[src/rtl/core/ddpd_pkg.sv]
// Shared types and constants for the differential-drive PD speed loop.
// Used by the controller, datapath, divider and top level; depends on nothing.

package ddpd_pkg;

   // Beat layouts, lowest field last in the declaration (lowest bits).
   typedef struct packed {
      logic [6:0]  pad;
      logic        restart;
      logic [11:0] front_right_level;
      logic [11:0] side_right_level;
      logic [11:0] side_left_level;
      logic [11:0] front_left_level;
      logic [31:0] right_count;
      logic [31:0] left_count;
   } req_item_type;

   typedef struct packed {
      logic        pad;
      logic        move_done;
      logic [31:0] turn_counts;
      logic [31:0] travel_counts;
      logic [10:0] right_drive;
      logic [10:0] left_drive;
   } rsp_item_type;

   localparam int REQ_W = $bits(req_item_type);
   localparam int RSP_W = $bits(rsp_item_type);

   // Configuration registers.
   localparam int CSR_IDX_W  = 3;
   localparam int CSR_DATA_W = 24;

   localparam logic [CSR_IDX_W-1:0] REG_LEFT_SPEED  = 3'd0;
   localparam logic [CSR_IDX_W-1:0] REG_RIGHT_SPEED = 3'd1;
   localparam logic [CSR_IDX_W-1:0] REG_TRAVEL      = 3'd2;
   localparam logic [CSR_IDX_W-1:0] REG_ROT_MODE    = 3'd3;
   localparam logic [CSR_IDX_W-1:0] REG_USE_WALL    = 3'd4;
   localparam logic [CSR_IDX_W-1:0] REG_PROP_GAIN   = 3'd5;
   localparam logic [CSR_IDX_W-1:0] REG_DERIV_GAIN  = 3'd6;
   localparam logic [CSR_IDX_W-1:0] REG_SENSOR_DIV  = 3'd7;

   typedef struct packed {
      logic [15:0] left_speed_setpoint;
      logic [15:0] right_speed_setpoint;
      logic [23:0] target_travel;
      logic        rotational_mode;
      logic        use_wall_sensors;
      logic [15:0] prop_gain;
      logic [15:0] deriv_gain;
      logic [15:0] sensor_divisor;
   } cfg_type;

   // Wall sensor thresholds.
   localparam logic [11:0] SIDE_CENTER       = 12'd2048;
   localparam logic [11:0] FRONT_WALL_LIMIT  = 12'd1024;
   localparam logic [11:0] SIDE_WALL_LIMIT   = 12'd1024;
   localparam logic [11:0] FRONT_ALIGN_LEVEL = 12'd2048;
   localparam logic [11:0] FRONT_STOP_LEVEL  = 12'd3000;

   // Drive saturation in per mille.
   localparam logic signed [31:0] DRIVE_LIMIT = 32'sd1000;

   // Alignment error magnitude and the divider that scales it.
   localparam int ALIGN_W   = 14;
   localparam int DIV_NUM_W = ALIGN_W - 1;
   localparam int DIV_DEN_W = 16;
   localparam int DIV_CNT_W = $clog2(DIV_NUM_W);
   localparam logic [DIV_CNT_W-1:0] DIV_LAST = DIV_CNT_W'(DIV_NUM_W - 1);

   typedef enum logic [3:0] {
      ST_IDLE,
      ST_DIV,
      ST_ERR,
      ST_LP,
      ST_LD,
      ST_LS,
      ST_RP,
      ST_RD,
      ST_RS,
      ST_FIN
   } state_type;

   // Controller to datapath commands, one step of the tick each.
   typedef struct packed {
      logic capture;
      logic div_step;
      logic err_calc;
      logic left_prop;
      logic left_deriv;
      logic left_sum;
      logic right_prop;
      logic right_deriv;
      logic right_sum;
      logic finish;
   } cmd_type;

   typedef struct packed {
      logic use_wall;
   } stat_type;

endpackage

[src/rtl/core/differential_drive_pd_speed_loop.sv]
// Top level of the differential-drive incremental PD speed loop.
// Holds the configuration registers; depends on ddpd_pkg, ddpd_ctrl and ddpd_dp.

// One request beat is one control tick: the two absolute encoder counts, the
// four wall sensor levels and a restart flag. Each tick yields exactly one
// response beat with both wheel drives (per mille, saturated to +-1000), the
// half-sum travel and half-difference turn in counts, and the end-of-move
// flag. When wall alignment is on, a tick also runs the alignment divider,
// which retires one quotient bit per cycle. The other steps of a tick are
// set by the single shared 17x33 multiplier, which forms the proportional
// and derivative terms of each wheel in turn. The response sits in an
// output register, so the next tick is accepted while it waits; the block
// stalls only if a second result is ready before the first is taken.
// Configuration is written through csr_we, csr_index and csr_wdata, and
// should only be changed between ticks.

module differential_drive_pd_speed_loop (
   input  logic                                 clock,
   input  logic                                 reset,
   // req_tdata, lowest bit up: left_count[31:0], right_count[63:32],
   // front_left_level[75:64], side_left_level[87:76],
   // side_right_level[99:88], front_right_level[111:100], restart[112]
   input  logic                                 req_tvalid,
   output logic                                 req_tready,
   input  logic [ddpd_pkg::REQ_W-1:0]           req_tdata,
   // rsp_tdata, lowest bit up: left_drive[10:0], right_drive[21:11],
   // travel_counts[53:22], turn_counts[85:54], move_done[86]
   output logic                                 rsp_tvalid,
   input  logic                                 rsp_tready,
   output logic [ddpd_pkg::RSP_W-1:0]           rsp_tdata,
   input  logic                                 csr_we,
   input  logic [ddpd_pkg::CSR_IDX_W-1:0]       csr_index,
   input  logic [ddpd_pkg::CSR_DATA_W-1:0]      csr_wdata
);

   ddpd_pkg::cfg_type  cfg_ff, cfg_in;
   ddpd_pkg::cmd_type  cmd;
   ddpd_pkg::stat_type stat;

   // Register writes; bits above a register's width are dropped.
   always_comb begin
      cfg_in = cfg_ff;
      if (csr_we) begin
         unique case (csr_index)
            ddpd_pkg::REG_LEFT_SPEED:  cfg_in.left_speed_setpoint  = csr_wdata[15:0];
            ddpd_pkg::REG_RIGHT_SPEED: cfg_in.right_speed_setpoint = csr_wdata[15:0];
            ddpd_pkg::REG_TRAVEL:      cfg_in.target_travel        = csr_wdata[23:0];
            ddpd_pkg::REG_ROT_MODE:    cfg_in.rotational_mode      = csr_wdata[0];
            ddpd_pkg::REG_USE_WALL:    cfg_in.use_wall_sensors     = csr_wdata[0];
            ddpd_pkg::REG_PROP_GAIN:   cfg_in.prop_gain            = csr_wdata[15:0];
            ddpd_pkg::REG_DERIV_GAIN:  cfg_in.deriv_gain           = csr_wdata[15:0];
            ddpd_pkg::REG_SENSOR_DIV:  cfg_in.sensor_divisor       = csr_wdata[15:0];
            default: ;
         endcase
      end
   end

   // Everything resets to zero except the sensor divisor, which resets to one.
   always_ff @(posedge clock) begin
      if (reset) begin
         cfg_ff <= '{sensor_divisor: 16'd1, default: '0};
      end else begin
         cfg_ff <= cfg_in;
      end
   end

   ddpd_ctrl u_ctrl (
      .clock      (clock),
      .reset      (reset),
      .req_tvalid (req_tvalid),
      .req_tready (req_tready),
      .rsp_tvalid (rsp_tvalid),
      .rsp_tready (rsp_tready),
      .stat       (stat),
      .cmd        (cmd)
   );

   ddpd_dp u_dp (
      .clock    (clock),
      .reset    (reset),
      .cmd      (cmd),
      .cfg      (cfg_ff),
      .req_data (req_tdata),
      .stat     (stat),
      .rsp_data (rsp_tdata)
   );

`ifndef ASSERT_OFF
   // Once a tick is taken, the sequencer is busy on the next cycle.
   a_busy_after_accept: assert property (@(posedge clock) disable iff (reset)
      (req_tvalid && req_tready) |=> !req_tready)
      else $error("request accepted while a tick was in progress");

   // A new result appears only as a tick's work completes, never from idle.
   a_result_from_work: assert property (@(posedge clock) disable iff (reset)
      $rose(rsp_tvalid) |-> $past(!req_tready))
      else $error("result raised without a tick in progress");

   // Drives stay inside the per-mille limit.
   a_left_drive_range: assert property (@(posedge clock) disable iff (reset)
      rsp_tvalid |-> ($signed(rsp_tdata[10:0]) <= 11'sd1000 &&
                      $signed(rsp_tdata[10:0]) >= -11'sd1000))
      else $error("left drive out of range");

   a_right_drive_range: assert property (@(posedge clock) disable iff (reset)
      rsp_tvalid |-> ($signed(rsp_tdata[21:11]) <= 11'sd1000 &&
                      $signed(rsp_tdata[21:11]) >= -11'sd1000))
      else $error("right drive out of range");
`endif

endmodule

[src/rtl/core/ddpd_div.sv]
// Restoring divider for the wall alignment error, one quotient bit per step.
// Depends on ddpd_pkg for the operand widths.

module ddpd_div (
   input  logic                               clock,
   input  logic                               start,
   input  logic                               step,
   input  logic [ddpd_pkg::DIV_NUM_W-1:0]     numer,
   input  logic [ddpd_pkg::DIV_DEN_W-1:0]     denom,
   output logic [ddpd_pkg::DIV_NUM_W-1:0]     quot
);

   logic [ddpd_pkg::DIV_DEN_W-1:0] rem_ff, rem_in;
   logic [ddpd_pkg::DIV_NUM_W-1:0] quo_ff, quo_in;
   logic [ddpd_pkg::DIV_DEN_W-1:0] den_ff, den_in;
   logic [ddpd_pkg::DIV_DEN_W:0]   trial;

   always_comb begin
      rem_in = rem_ff;
      quo_in = quo_ff;
      den_in = den_ff;
      trial  = {rem_ff, quo_ff[ddpd_pkg::DIV_NUM_W-1]};
      if (start) begin
         rem_in = '0;
         quo_in = numer;
         // A zero divisor behaves as one.
         den_in = (denom == '0) ? ddpd_pkg::DIV_DEN_W'(1) : denom;
      end else if (step) begin
         if (trial >= {1'b0, den_ff}) begin
            rem_in = ddpd_pkg::DIV_DEN_W'(trial - {1'b0, den_ff});
            quo_in = {quo_ff[ddpd_pkg::DIV_NUM_W-2:0], 1'b1};
         end else begin
            rem_in = trial[ddpd_pkg::DIV_DEN_W-1:0];
            quo_in = {quo_ff[ddpd_pkg::DIV_NUM_W-2:0], 1'b0};
         end
      end
   end

   always_ff @(posedge clock) begin
      rem_ff <= rem_in;
      quo_ff <= quo_in;
      den_ff <= den_in;
   end

   assign quot = quo_ff;

endmodule

[src/rtl/core/ddpd_ctrl.sv]
// Sequencer for one control tick: capture, divide (with wall sensors only), error, PD multiply steps, finish.
// Depends on ddpd_pkg for the state, command and status types.

module ddpd_ctrl (
   input  logic                 clock,
   input  logic                 reset,
   input  logic                 req_tvalid,
   output logic                 req_tready,
   output logic                 rsp_tvalid,
   input  logic                 rsp_tready,
   input  ddpd_pkg::stat_type   stat,
   output ddpd_pkg::cmd_type    cmd
);

   ddpd_pkg::state_type state_ff, state_in;
   logic [ddpd_pkg::DIV_CNT_W-1:0] count_ff, count_in;
   logic rsp_valid_ff, rsp_valid_in;
   logic out_free;

   assign out_free = !rsp_valid_ff || rsp_tready;

   always_comb begin
      state_in = state_ff;
      unique case (state_ff)
         ddpd_pkg::ST_IDLE: begin
            if (req_tvalid) begin
               state_in = stat.use_wall ? ddpd_pkg::ST_DIV : ddpd_pkg::ST_ERR;
            end
         end
         ddpd_pkg::ST_DIV: begin
            if (count_ff == ddpd_pkg::DIV_LAST) begin
               state_in = ddpd_pkg::ST_ERR;
            end
         end
         ddpd_pkg::ST_ERR: state_in = ddpd_pkg::ST_LP;
         ddpd_pkg::ST_LP:  state_in = ddpd_pkg::ST_LD;
         ddpd_pkg::ST_LD:  state_in = ddpd_pkg::ST_LS;
         ddpd_pkg::ST_LS:  state_in = ddpd_pkg::ST_RP;
         ddpd_pkg::ST_RP:  state_in = ddpd_pkg::ST_RD;
         ddpd_pkg::ST_RD:  state_in = ddpd_pkg::ST_RS;
         ddpd_pkg::ST_RS:  state_in = ddpd_pkg::ST_FIN;
         ddpd_pkg::ST_FIN: begin
            if (out_free) begin
               state_in = ddpd_pkg::ST_IDLE;
            end
         end
         default: state_in = ddpd_pkg::ST_IDLE;
      endcase
   end

   always_comb begin
      cmd        = '0;
      req_tready = 1'b0;
      unique case (state_ff)
         ddpd_pkg::ST_IDLE: begin
            req_tready  = 1'b1;
            cmd.capture = req_tvalid;
         end
         ddpd_pkg::ST_DIV: cmd.div_step    = 1'b1;
         ddpd_pkg::ST_ERR: cmd.err_calc    = 1'b1;
         ddpd_pkg::ST_LP:  cmd.left_prop   = 1'b1;
         ddpd_pkg::ST_LD:  cmd.left_deriv  = 1'b1;
         ddpd_pkg::ST_LS:  cmd.left_sum    = 1'b1;
         ddpd_pkg::ST_RP:  cmd.right_prop  = 1'b1;
         ddpd_pkg::ST_RD:  cmd.right_deriv = 1'b1;
         ddpd_pkg::ST_RS:  cmd.right_sum   = 1'b1;
         ddpd_pkg::ST_FIN: cmd.finish      = out_free;
         default: ;
      endcase
   end

   always_comb begin
      count_in = '0;
      if (state_ff == ddpd_pkg::ST_DIV) begin
         count_in = count_ff + ddpd_pkg::DIV_CNT_W'(1);
      end
      rsp_valid_in = rsp_valid_ff;
      if (cmd.finish) begin
         rsp_valid_in = 1'b1;
      end else if (rsp_tready) begin
         rsp_valid_in = 1'b0;
      end
   end

   always_ff @(posedge clock) begin
      if (reset) begin
         state_ff     <= ddpd_pkg::ST_IDLE;
         count_ff     <= '0;
         rsp_valid_ff <= 1'b0;
      end else begin
         state_ff     <= state_in;
         count_ff     <= count_in;
         rsp_valid_ff <= rsp_valid_in;
      end
   end

   assign rsp_tvalid = rsp_valid_ff;

endmodule

[src/rtl/core/ddpd_dp.sv]
// Datapath of the PD speed loop: loop state, errors, shared multiplier, outputs.
// Depends on ddpd_pkg and instantiates ddpd_div.

module ddpd_dp (
   input  logic                          clock,
   input  logic                          reset,
   input  ddpd_pkg::cmd_type             cmd,
   input  ddpd_pkg::cfg_type             cfg,
   input  logic [ddpd_pkg::REQ_W-1:0]    req_data,
   output ddpd_pkg::stat_type            stat,
   output logic [ddpd_pkg::RSP_W-1:0]    rsp_data
);

   function automatic logic [31:0] sat_wide(input logic [51:0] v);
      logic [31:0] r;
      if (v[51:31] == {21{v[51]}}) begin
         r = v[31:0];
      end else begin
         r = v[51] ? 32'h8000_0000 : 32'h7FFF_FFFF;
      end
      return r;
   endfunction

   function automatic logic [31:0] sat_err(input logic [33:0] v);
      logic [31:0] r;
      if (v[33:31] == {3{v[33]}}) begin
         r = v[31:0];
      end else begin
         r = v[33] ? 32'h8000_0000 : 32'h7FFF_FFFF;
      end
      return r;
   endfunction

   function automatic logic [10:0] sat_drive(input logic [31:0] v);
      logic [10:0] r;
      if ($signed(v) > ddpd_pkg::DRIVE_LIMIT) begin
         r = 11'(ddpd_pkg::DRIVE_LIMIT);
      end else if ($signed(v) < -ddpd_pkg::DRIVE_LIMIT) begin
         r = 11'(-ddpd_pkg::DRIVE_LIMIT);
      end else begin
         r = v[10:0];
      end
      return r;
   endfunction

   ddpd_pkg::req_item_type item;
   ddpd_pkg::rsp_item_type out_in, out_ff;

   // Loop state, cleared by reset; the restart flag clears the last errors and accumulators.
   logic [31:0] last_lc_ff, last_lc_in, last_rc_ff, last_rc_in;
   logic [31:0] last_el_ff, last_el_in, last_er_ff, last_er_in;
   logic [31:0] acc_l_ff, acc_l_in, acc_r_ff, acc_r_in;

   // Per-tick working registers.
   logic [31:0] dl_ff, dl_in, dr_ff, dr_in;
   logic [31:0] travel_ff, travel_in, turn_ff, turn_in;
   logic        stop_ff, stop_in, neg_ff, neg_in, done_ff, done_in;
   logic [31:0] err_l_ff, err_l_in, err_r_ff, err_r_in;
   logic [49:0] prod_ff, prod_in;
   logic [51:0] sum_ff, sum_in;

   logic [31:0] last_lc_eff, last_rc_eff;
   logic [32:0] pair_sum, pair_diff, pair_sum_adj, pair_diff_adj;
   logic        front_low, side_l, side_r;
   logic [ddpd_pkg::ALIGN_W-1:0] fl_x, sl_x, sr_x, fr_x, align, align_mag;
   logic [ddpd_pkg::DIV_NUM_W-1:0] quot;
   logic [ddpd_pkg::ALIGN_W-1:0] fb;
   logic [33:0] el_wide, er_wide;
   logic [31:0] aturn, acc_r_next;
   logic signed [16:0] mul_a;
   logic signed [32:0] mul_b;
   logic signed [49:0] product;

   assign item = ddpd_pkg::req_item_type'(req_data);
   assign stat.use_wall = cfg.use_wall_sensors;

   // Alignment error from the raw sensor levels: one or both side walls, or the front pair.
   always_comb begin
      fl_x = {2'b00, item.front_left_level};
      sl_x = {2'b00, item.side_left_level};
      sr_x = {2'b00, item.side_right_level};
      fr_x = {2'b00, item.front_right_level};
      front_low = (item.front_left_level < ddpd_pkg::FRONT_WALL_LIMIT) &&
                  (item.front_right_level < ddpd_pkg::FRONT_WALL_LIMIT);
      side_l = item.side_left_level > ddpd_pkg::SIDE_WALL_LIMIT;
      side_r = item.side_right_level > ddpd_pkg::SIDE_WALL_LIMIT;
      align = '0;
      if (front_low) begin
         if (side_l && side_r) begin
            align = sl_x - sr_x;
         end else if (side_l) begin
            align = (sl_x - {2'b00, ddpd_pkg::SIDE_CENTER}) << 1;
         end else if (side_r) begin
            align = ({2'b00, ddpd_pkg::SIDE_CENTER} - sr_x) << 1;
         end
      end else if ((item.front_left_level > ddpd_pkg::FRONT_ALIGN_LEVEL) &&
                   (item.front_right_level > ddpd_pkg::FRONT_ALIGN_LEVEL)) begin
         align = fr_x - fl_x;
      end
      align_mag = align[ddpd_pkg::ALIGN_W-1] ? -align : align;
   end

   ddpd_div u_div (
      .clock (clock),
      .start (cmd.capture),
      .step  (cmd.div_step),
      .numer (align_mag[ddpd_pkg::DIV_NUM_W-1:0]),
      .denom (cfg.sensor_divisor),
      .quot  (quot)
   );

   always_comb begin
      last_lc_eff = item.restart ? '0 : last_lc_ff;
      last_rc_eff = item.restart ? '0 : last_rc_ff;
      pair_sum  = {item.left_count[31], item.left_count} +
                  {item.right_count[31], item.right_count};
      pair_diff = {item.right_count[31], item.right_count} -
                  {item.left_count[31], item.left_count};
      // Halving that truncates toward zero: round negative odd values up first.
      pair_sum_adj  = pair_sum + {32'd0, pair_sum[32]};
      pair_diff_adj = pair_diff + {32'd0, pair_diff[32]};

      fb = '0;
      if (cfg.use_wall_sensors) begin
         fb = neg_ff ? -{1'b0, quot} : {1'b0, quot};
      end
      el_wide = {{20{fb[13]}}, fb} +
                {{18{cfg.left_speed_setpoint[15]}}, cfg.left_speed_setpoint} -
                {{2{dl_ff[31]}}, dl_ff};
      er_wide = -{{20{fb[13]}}, fb} +
                {{18{cfg.right_speed_setpoint[15]}}, cfg.right_speed_setpoint} -
                {{2{dr_ff[31]}}, dr_ff};
      aturn = turn_ff[31] ? -turn_ff : turn_ff;

      mul_a = (cmd.left_prop || cmd.right_prop) ? $signed({1'b0, cfg.prop_gain}) :
                                                  $signed({1'b0, cfg.deriv_gain});
      if (cmd.left_prop) begin
         mul_b = $signed({err_l_ff[31], err_l_ff});
      end else if (cmd.left_deriv) begin
         mul_b = $signed({err_l_ff[31], err_l_ff} - {last_el_ff[31], last_el_ff});
      end else if (cmd.right_prop) begin
         mul_b = $signed({err_r_ff[31], err_r_ff});
      end else begin
         mul_b = $signed({err_r_ff[31], err_r_ff} - {last_er_ff[31], last_er_ff});
      end
      product = mul_a * mul_b;
      acc_r_next = sat_wide(sum_ff);
   end

   always_comb begin
      last_lc_in = last_lc_ff;
      last_rc_in = last_rc_ff;
      last_el_in = last_el_ff;
      last_er_in = last_er_ff;
      acc_l_in   = acc_l_ff;
      acc_r_in   = acc_r_ff;
      if (cmd.capture) begin
         last_lc_in = item.left_count;
         last_rc_in = item.right_count;
         if (item.restart) begin
            last_el_in = '0;
            last_er_in = '0;
            acc_l_in   = '0;
            acc_r_in   = '0;
         end
      end
      if (cmd.right_prop) begin
         acc_l_in   = sat_wide(sum_ff);
         last_el_in = err_l_ff;
      end
      if (cmd.finish) begin
         acc_r_in   = acc_r_next;
         last_er_in = err_r_ff;
      end
   end

   always_comb begin
      dl_in     = dl_ff;
      dr_in     = dr_ff;
      travel_in = travel_ff;
      turn_in   = turn_ff;
      stop_in   = stop_ff;
      neg_in    = neg_ff;
      done_in   = done_ff;
      err_l_in  = err_l_ff;
      err_r_in  = err_r_ff;
      prod_in   = prod_ff;
      sum_in    = sum_ff;
      out_in    = out_ff;
      if (cmd.capture) begin
         dl_in     = item.left_count - last_lc_eff;
         dr_in     = item.right_count - last_rc_eff;
         travel_in = pair_sum_adj[32:1];
         turn_in   = pair_diff_adj[32:1];
         stop_in   = (item.front_left_level > ddpd_pkg::FRONT_STOP_LEVEL) &&
                     (item.front_right_level > ddpd_pkg::FRONT_STOP_LEVEL);
         neg_in    = align[ddpd_pkg::ALIGN_W-1];
      end
      if (cmd.err_calc) begin
         err_l_in = sat_err(el_wide);
         err_r_in = sat_err(er_wide);
         if (cfg.rotational_mode) begin
            done_in = aturn >= {8'd0, cfg.target_travel};
         end else begin
            done_in = ($signed({travel_ff[31], travel_ff}) >=
                       $signed({9'd0, cfg.target_travel})) || stop_ff;
         end
      end
      if (cmd.left_prop || cmd.left_deriv || cmd.right_prop || cmd.right_deriv) begin
         prod_in = product;
      end
      if (cmd.left_prop) begin
         sum_in = {{20{acc_l_ff[31]}}, acc_l_ff};
      end else if (cmd.right_prop) begin
         sum_in = {{20{acc_r_ff[31]}}, acc_r_ff};
      end else if (cmd.left_deriv || cmd.left_sum || cmd.right_deriv || cmd.right_sum) begin
         sum_in = sum_ff + {{2{prod_ff[49]}}, prod_ff};
      end
      if (cmd.finish) begin
         out_in.pad           = 1'b0;
         out_in.move_done     = done_ff;
         out_in.turn_counts   = turn_ff;
         out_in.travel_counts = travel_ff;
         out_in.right_drive   = sat_drive(acc_r_next);
         out_in.left_drive    = sat_drive(acc_l_ff);
      end
   end

   always_ff @(posedge clock) begin
      if (reset) begin
         last_lc_ff <= '0;
         last_rc_ff <= '0;
         last_el_ff <= '0;
         last_er_ff <= '0;
         acc_l_ff   <= '0;
         acc_r_ff   <= '0;
      end else begin
         last_lc_ff <= last_lc_in;
         last_rc_ff <= last_rc_in;
         last_el_ff <= last_el_in;
         last_er_ff <= last_er_in;
         acc_l_ff   <= acc_l_in;
         acc_r_ff   <= acc_r_in;
      end
   end

   always_ff @(posedge clock) begin
      dl_ff     <= dl_in;
      dr_ff     <= dr_in;
      travel_ff <= travel_in;
      turn_ff   <= turn_in;
      stop_ff   <= stop_in;
      neg_ff    <= neg_in;
      done_ff   <= done_in;
      err_l_ff  <= err_l_in;
      err_r_ff  <= err_r_in;
      prod_ff   <= prod_in;
      sum_ff    <= sum_in;
      out_ff    <= out_in;
   end

   assign rsp_data = out_ff;

endmodule
[config.mk]
export PLATFORM = sky130hd
export DESIGN_NAME = differential_drive_pd_speed_loop
export DESIGN_NICKNAME = d
export VERILOG_FILES = /design/src/rtl/core/ddpd_pkg.sv /design/src/rtl/core/differential_drive_pd_speed_loop.sv /design/src/rtl/core/ddpd_div.sv /design/src/rtl/core/ddpd_ctrl.sv /design/src/rtl/core/ddpd_dp.sv
export SDC_FILE = /design/constraint.sdc
export NUM_CORES = 2
export LEC_CHECK = 0
export CORE_MARGIN = 2
export CORE_UTILIZATION = 40
export CTS_BUF_LIST = sky130_fd_sc_hd__clkbuf_8
export DETAILED_ROUTE_END_ITERATION = 10
export DONT_BUFFER_PORTS = 1
export PLACE_DENSITY = 0.64
export SETUP_SLACK_MARGIN = 0.3
export SLEW_MARGIN = 0
export SYNTH_ARGS = -nofsm -noshare
export SYNTH_HDL_FRONTEND = slang
export SYNTH_HIERARCHICAL = 1
export SYNTH_SLANG_ARGS = --single-unit
[constraint.sdc]
create_clock -name clock -period 25.5 [get_ports clock]
set_clock_uncertainty 0.15 [all_clocks]
set_input_delay 0 -clock clock [delete_from_list [all_inputs] [get_ports clock]]
set_output_delay 0 -clock clock [all_outputs]
set_load 0.005 [all_outputs]
[Yosys cells after proc, flatten, opt, wreduce, memory -nomap -nowiden]
Cells that the tools add are included.
Cells by class
  $add $sub $neg: 23
  $mul: 1
  order comparisons: 15
  equal/unequal tests: 23
  mux-type cells: 55
  bitwise operators: 1
  reduce and logical (&&, ||, !) cells: 38
Operators with widths (number)
  two-way mux 32 bit: 15
  two-way mux 52 bit: 3
  two-way mux 33 bit: 3
  subtractor 32 x 32 -> 33 bit: 3
  two-way mux 14 bit: 7
  subtractor 34 bit: 2
  adder 33 x 1 -> 33 bit: 2
  > comparator 32 x 11 -> 1 bit (second input constant): 2
  < comparator 32 x 11 -> 1 bit (second input constant): 2
  subtractor 32 bit: 2
  adder 52 bit: 1
  multiplier 17 x 33 -> 50 bit: 1
  > comparator 12 bit (second input constant): 4
  case mux 4 bit (10 select lines): 1
  two-way mux 13 bit: 3
  adder 34 bit: 1
  negation 34 bit: 1
  adder 32 x 32 -> 33 bit: 1
  >= comparator 32 x 24 -> 1 bit: 1
  >= comparator 32 x 25 -> 1 bit: 1
  two-way mux 16 bit: 2
  negation 32 bit: 1
  subtractor 12 x 12 -> 13 bit: 2
  > comparator 12 x 11 -> 1 bit (second input constant): 2
  other kinds (36): 93
Word-level totals
  flip-flop bits (word level): 736
  input port bits: 152

[Logic depth before layout (Yosys ltp)]
  depth after elaboration: 8
  depth in mapped cells: 40
  depth with buffers taken out: 39

[Cells and area by module]
Netlist, hierarchy kept.
Modules (own cells, without submodules)
  ddpd_dp: instances 1, cells an instance 7020, area each 62461.2 sq um
  differential_drive_pd_speed_loop: instances 1, cells an instance 382, area each 4252.8 sq um
  ddpd_div: instances 1, cells an instance 255, area each 2650.0 sq um
  ddpd_ctrl: instances 1, cells an instance 64, area each 548.0 sq um

[Worst setup path after synthesis]
Ideal clock, no wire load.
  path kind: register to register
  from: reg u_dp.u_div.quo_ff, in the netlist u_dp/u_div/quot[9]
  to: reg u_dp.err_r_ff[10], data pin
  setup time: 270 ps
  arrival: 10716 ps
  required time: 25080 ps
  setup slack: 14364 ps
  cell stages (with the launch flop): 18
  path buffers: 1
  clock period less this slack: 11136 ps
  cells stage by stage: edfxtp_1 -> or4_1 -> or2_2 -> o311ai_0 -> fa_1 -> ha_1 -> and2_1 -> and4_1 -> nand4_1 -> o221ai_1 -> a311oi_1 -> o31a_1 -> nor2_1 -> o21ai_0 -> a211oi_1 -> o311a_1 -> clkbuf_1 -> o21ai_0
Between the ends
  longest elaborated chain between the ends: 8
Ends and longest elaborated chain
  start, declared: line ddpd_div.sv:14  | logic [ddpd_pkg::DIV_NUM_W-1:0] quo_ff, quo_in;
  start signal, assigned: line ddpd_div.sv:41  | quo_ff <= quo_in;
  negation 13 -> 14 bit: line ddpd_dp.sv:125  | fb = neg_ff ? -{1'b0, quot} : {1'b0, quot};
  two-way mux 14 bit *: line ddpd_dp.sv:125
  two-way mux 14 bit *: line ddpd_dp.sv:124  | if (cfg.use_wall_sensors) begin
  negation 34 bit *: line ddpd_dp.sv:130  | er_wide = -{{20{fb[13]}}, fb} +
  adder 34 bit *: line ddpd_dp.sv:130
  subtractor 34 bit *: line ddpd_dp.sv:131  | {{18{cfg.right_speed_setpoint[15]}}, cfg.right_speed_setpoint} -
  equality test 2 bit / two-way mux 32 bit (equally long branches): line ddpd_dp.sv:26, ddpd_dp.sv:29
  two-way mux 32 bit *: line ddpd_dp.sv:26  | if (v[33:31] == {3{v[33]}}) begin
  end signal, assigned: line ddpd_dp.sv:256  | err_r_ff <= err_r_in;
  end, declared: line ddpd_dp.sv:58  | logic [31:0] err_l_ff, err_l_in, err_r_ff, err_r_in;
Every way passes the cells marked *; elsewhere a longest branch is shown, timed or not.
A chain may end at the register's enable or synchronous reset.

[Worst setup path in the final report]
  from: reg u_dp.err_l_ff[0]
  to: reg u_dp.prod_ff[46], data pin
Between the ends
  longest elaborated chain between the ends: 4
Ends and longest elaborated chain
  start, declared: line ddpd_dp.sv:58
  start signal, assigned: line ddpd_dp.sv:255  | err_l_ff <= err_l_in;
  subtractor 32 x 32 -> 33 bit: line ddpd_dp.sv:140  | mul_b = $signed({err_l_ff[31], err_l_ff} - {last_el_ff[31], last_el_ff});
  two-way mux 33 bit: line ddpd_dp.sv:139  | end else if (cmd.left_deriv) begin
  two-way mux 33 bit *: line ddpd_dp.sv:137  | if (cmd.left_prop) begin
  multiplier 17 x 33 -> 50 bit *: line ddpd_dp.sv:146  | product = mul_a * mul_b;
  named net u_dp.product[46]: line ddpd_dp.sv:72  | logic signed [49:0] product;
  end signal, assigned: line ddpd_dp.sv:257  | prod_ff <= prod_in;
  end, declared: line ddpd_dp.sv:59  | logic [49:0] prod_ff, prod_in;
Mark *: on every way through the listed nets, which the timed path passes. The rest lies on a longest branch.

==> metrics <==
run status=finished clean; CTS Buf Count=138; synthesis-to-layout area growth=11.31%; Final min period=10.88 ns; Final Hold Fails=0; Hold WS=0.09629 ns; Final Non-Filler Cells=10330; Unique masters post-synth=113; initial cell density of the core=0.4022; P per Cell Area=89.83 nW/µm²; worst-path fanout max=16; DRC errors left=0; die area=178100 µm²; Avg Inst Size Synth=9.055 µm²; final WL=204500 µm; row cnt=153; Cells after Synth=7721; CP Data Required Time=25.93 ns; initial antenna violation count=16; global route total overflow=0; Post-synth EDFFs=413; largest cells by area after synthesis=edfxtp_1, fa_1, ha_1; post-route clock period utilization=0.4266; Worst-path clk slew=0.06 ns; Async SR Flop Fraction=0; FF+latch count, synth=736; GP Congestion=0.9174; HPWL Detailed=150900 µm; Final Max Tran Viols=0; crit-path max cell delay=0.87 ns; top cell type's share of synthesized area=0.1774; Hold Path Class=in2reg; Core ar.=173800 µm²; Die X=422.1 µm; slew margin rel.=0.04999; post_cts resized=0; setup_tns=0 ns; max_cap viols=0; CTS tree=yes; layout cells sized above 1=0.04754; worst slew pin tran=1.425 ns; CTS root buf=clkbuf_8; Leakage=33.24 nW; CP max-delay cell=o31ai_4; VDD IR max=0.07091 mV; RSZ-0062 raised after global routing=no; Global Route Usage Sum=0.2266; Worst EP arrival=11.31 ns; # setup viols final=0; top_reg_cell synth=edfxtp_1; sequential area share after synthesis=0.2699; clk sink count=736; post-route ant nets=0; worst-case clock buffer depth=3; most frequent CP cell=fa_1; Synth Net Count=8974; largest net degree at the start of global routing=329; wire per inst=19.80 µm; PortBufs=0; Syn. warnings=6; type of origin of the critical path=flop; most frequent cells in the layout=inv_1, nand2_1, fa_1; Netlist Area Pre-Place=69910 µm²; commonest non-fill, non-tap cell in the layout=inv_1; drt initial violations=4232; fin nets=9134; first-pass GRT wire length=320900 µm; vias per cell=5.451; Die Y=422.1 µm; final core occ=0.4477; drt first pass iters=6; Clk Latency, worst-skew pair=0.89 ns; I/O pin cnt=242; vias in the first global route=57550; DR vias=56310; Setup crit end kind=flop; htree depth=4; Synth area leader=edfxtp_1; fmax=0.09192 GHz; WS Path Type=reg2reg; placed insts=9790
## synthesized netlist by cell type, types with 57 or more instances
library cell	instances
a211oi_1	60
a21o_1	232
a21oi_1	391
a22oi_1	132
and2_1	102
clkbuf_1	271
dfxtp_1	323
edfxtp_1	413
fa_1	577
ha_1	524
inv_1	1000
mux2i_1	204
nand2_1	704
nand2b_1	253
nand3_1	99
nand4_1	64
nor2_1	568
nor2b_1	116
nor3_1	114
nor4_1	57
o21a_1	82
o21ai_0	313
xnor2_1	316
xor2_1	120
## critical path: cells and delay by family (launching register included)
family	cells	cell delay, ns
buffers and inverters	4	0.25
and+or+nand+nor	6	0.78
AOI/OAI and AO/OA	17	5.01
DFF	1	0.45
adders and majority gates	9	3.88
## state kept, by name (all words and copies together), names as in the netlist, 4 cells and up
signal             flops
cfg_ff               106
u_dp/rsp_data         87
u_dp/sum_ff           52
u_dp/prod_ff          50
u_dp/acc_l_ff         32
u_dp/acc_r_ff         32
u_dp/dl_ff            32
u_dp/dr_ff            32
u_dp/err_l_ff         32
u_dp/err_r_ff         32
u_dp/last_el_ff       32
u_dp/last_er_ff       32
u_dp/last_lc_ff       32
u_dp/last_rc_ff       32
u_dp/travel_ff        32
u_dp/turn_ff          32
u_dp/u_div/den_ff     16
u_dp/u_div/rem_ff     16
u_dp/u_div/quot       13
u_ctrl/count_ff        4
u_ctrl/state_ff        4
## report_power, final
| group | switching (mW) | internal, mW | total (mW) |
|---|---|---|---|
| registers | 0.214 | 1.66 | 1.88 |
| logic | 2.46 | 1.48 | 3.94 |
| clock network | 0.562 | 0.610 | 1.17 |
| total | 3.24 | 3.75 | 6.99 |
## final timing paths
kind | end | depth (start not counted) | slack, ns | start
max | u_dp/prod_ff[46] | 36 | 14.62 | u_dp/err_l_ff[0]
min | u_dp/last_rc_ff[1] | 3 | 0.1 | req_tdata[33]
max reg2reg | u_dp/prod_ff[46] | 36 | 14.62 | u_dp/err_l_ff[0]
min reg2reg | u_dp/rsp_data[86] | 0 | 0.29 | u_dp/done_ff
## logic make-up after synthesis
| kind of cell | count (synthesis) | synth area share |
|---|---|---|
| xor+xnor | 436 | 0.05462 |
| buf+inv | 1321 | 0.07239 |
| flops | 736 | 0.2699 |
| fa+ha+maj | 1110 | 0.2603 |
| compound gates | 1630 | 0.1530 |
| simple gates | 2255 | 0.1559 |
| other cells | 1 | 0.00005364 |
| mux | 232 | 0.03382 |
## cell type report
cell class | instances | area (µm²)
clock buffer | 155 | 2133
inverter | 1002 | 3761
sequential | 736 | 18870
antenna | 11 | 27.53
clock inverter | 97 | 640.6
timing repair buffer | 339 | 3293
multi-input combinational | 5664 | 46180
tap | 2325 | 2909
fill | 16840 | 96010
## metal layers
metal,track usage,vias up,routed length (µm)
met5,0,-,36
met4,0.08214,6,7429
met2,0.3961,1789,99640
met3,0.04148,426,13010
met1,0.2777,27490,84420
li1,-,26600,-
## what timing repair did
action | in CTS | in global routing
buffers inserted | 0 | 0
hold endpoints to repair | 544 | 0
endpoints found under the setup margin | 0 | 0
hold buffers | 276 | 0
## stage by stage
stage	power [mW]	setup slack (ns)	cell area (µm²)
6_report	6.990	14.62	77820
4_1_cts	6.960	14.71	77790
3_3_place_gp	5.564	14.96	72210
5_1_grt	7.507	13.99	77810
2_1_floorplan	4.577	14.36	69910
3_5_place_dp	5.646	14.81	72210
(Power assumes the default switching activity.)
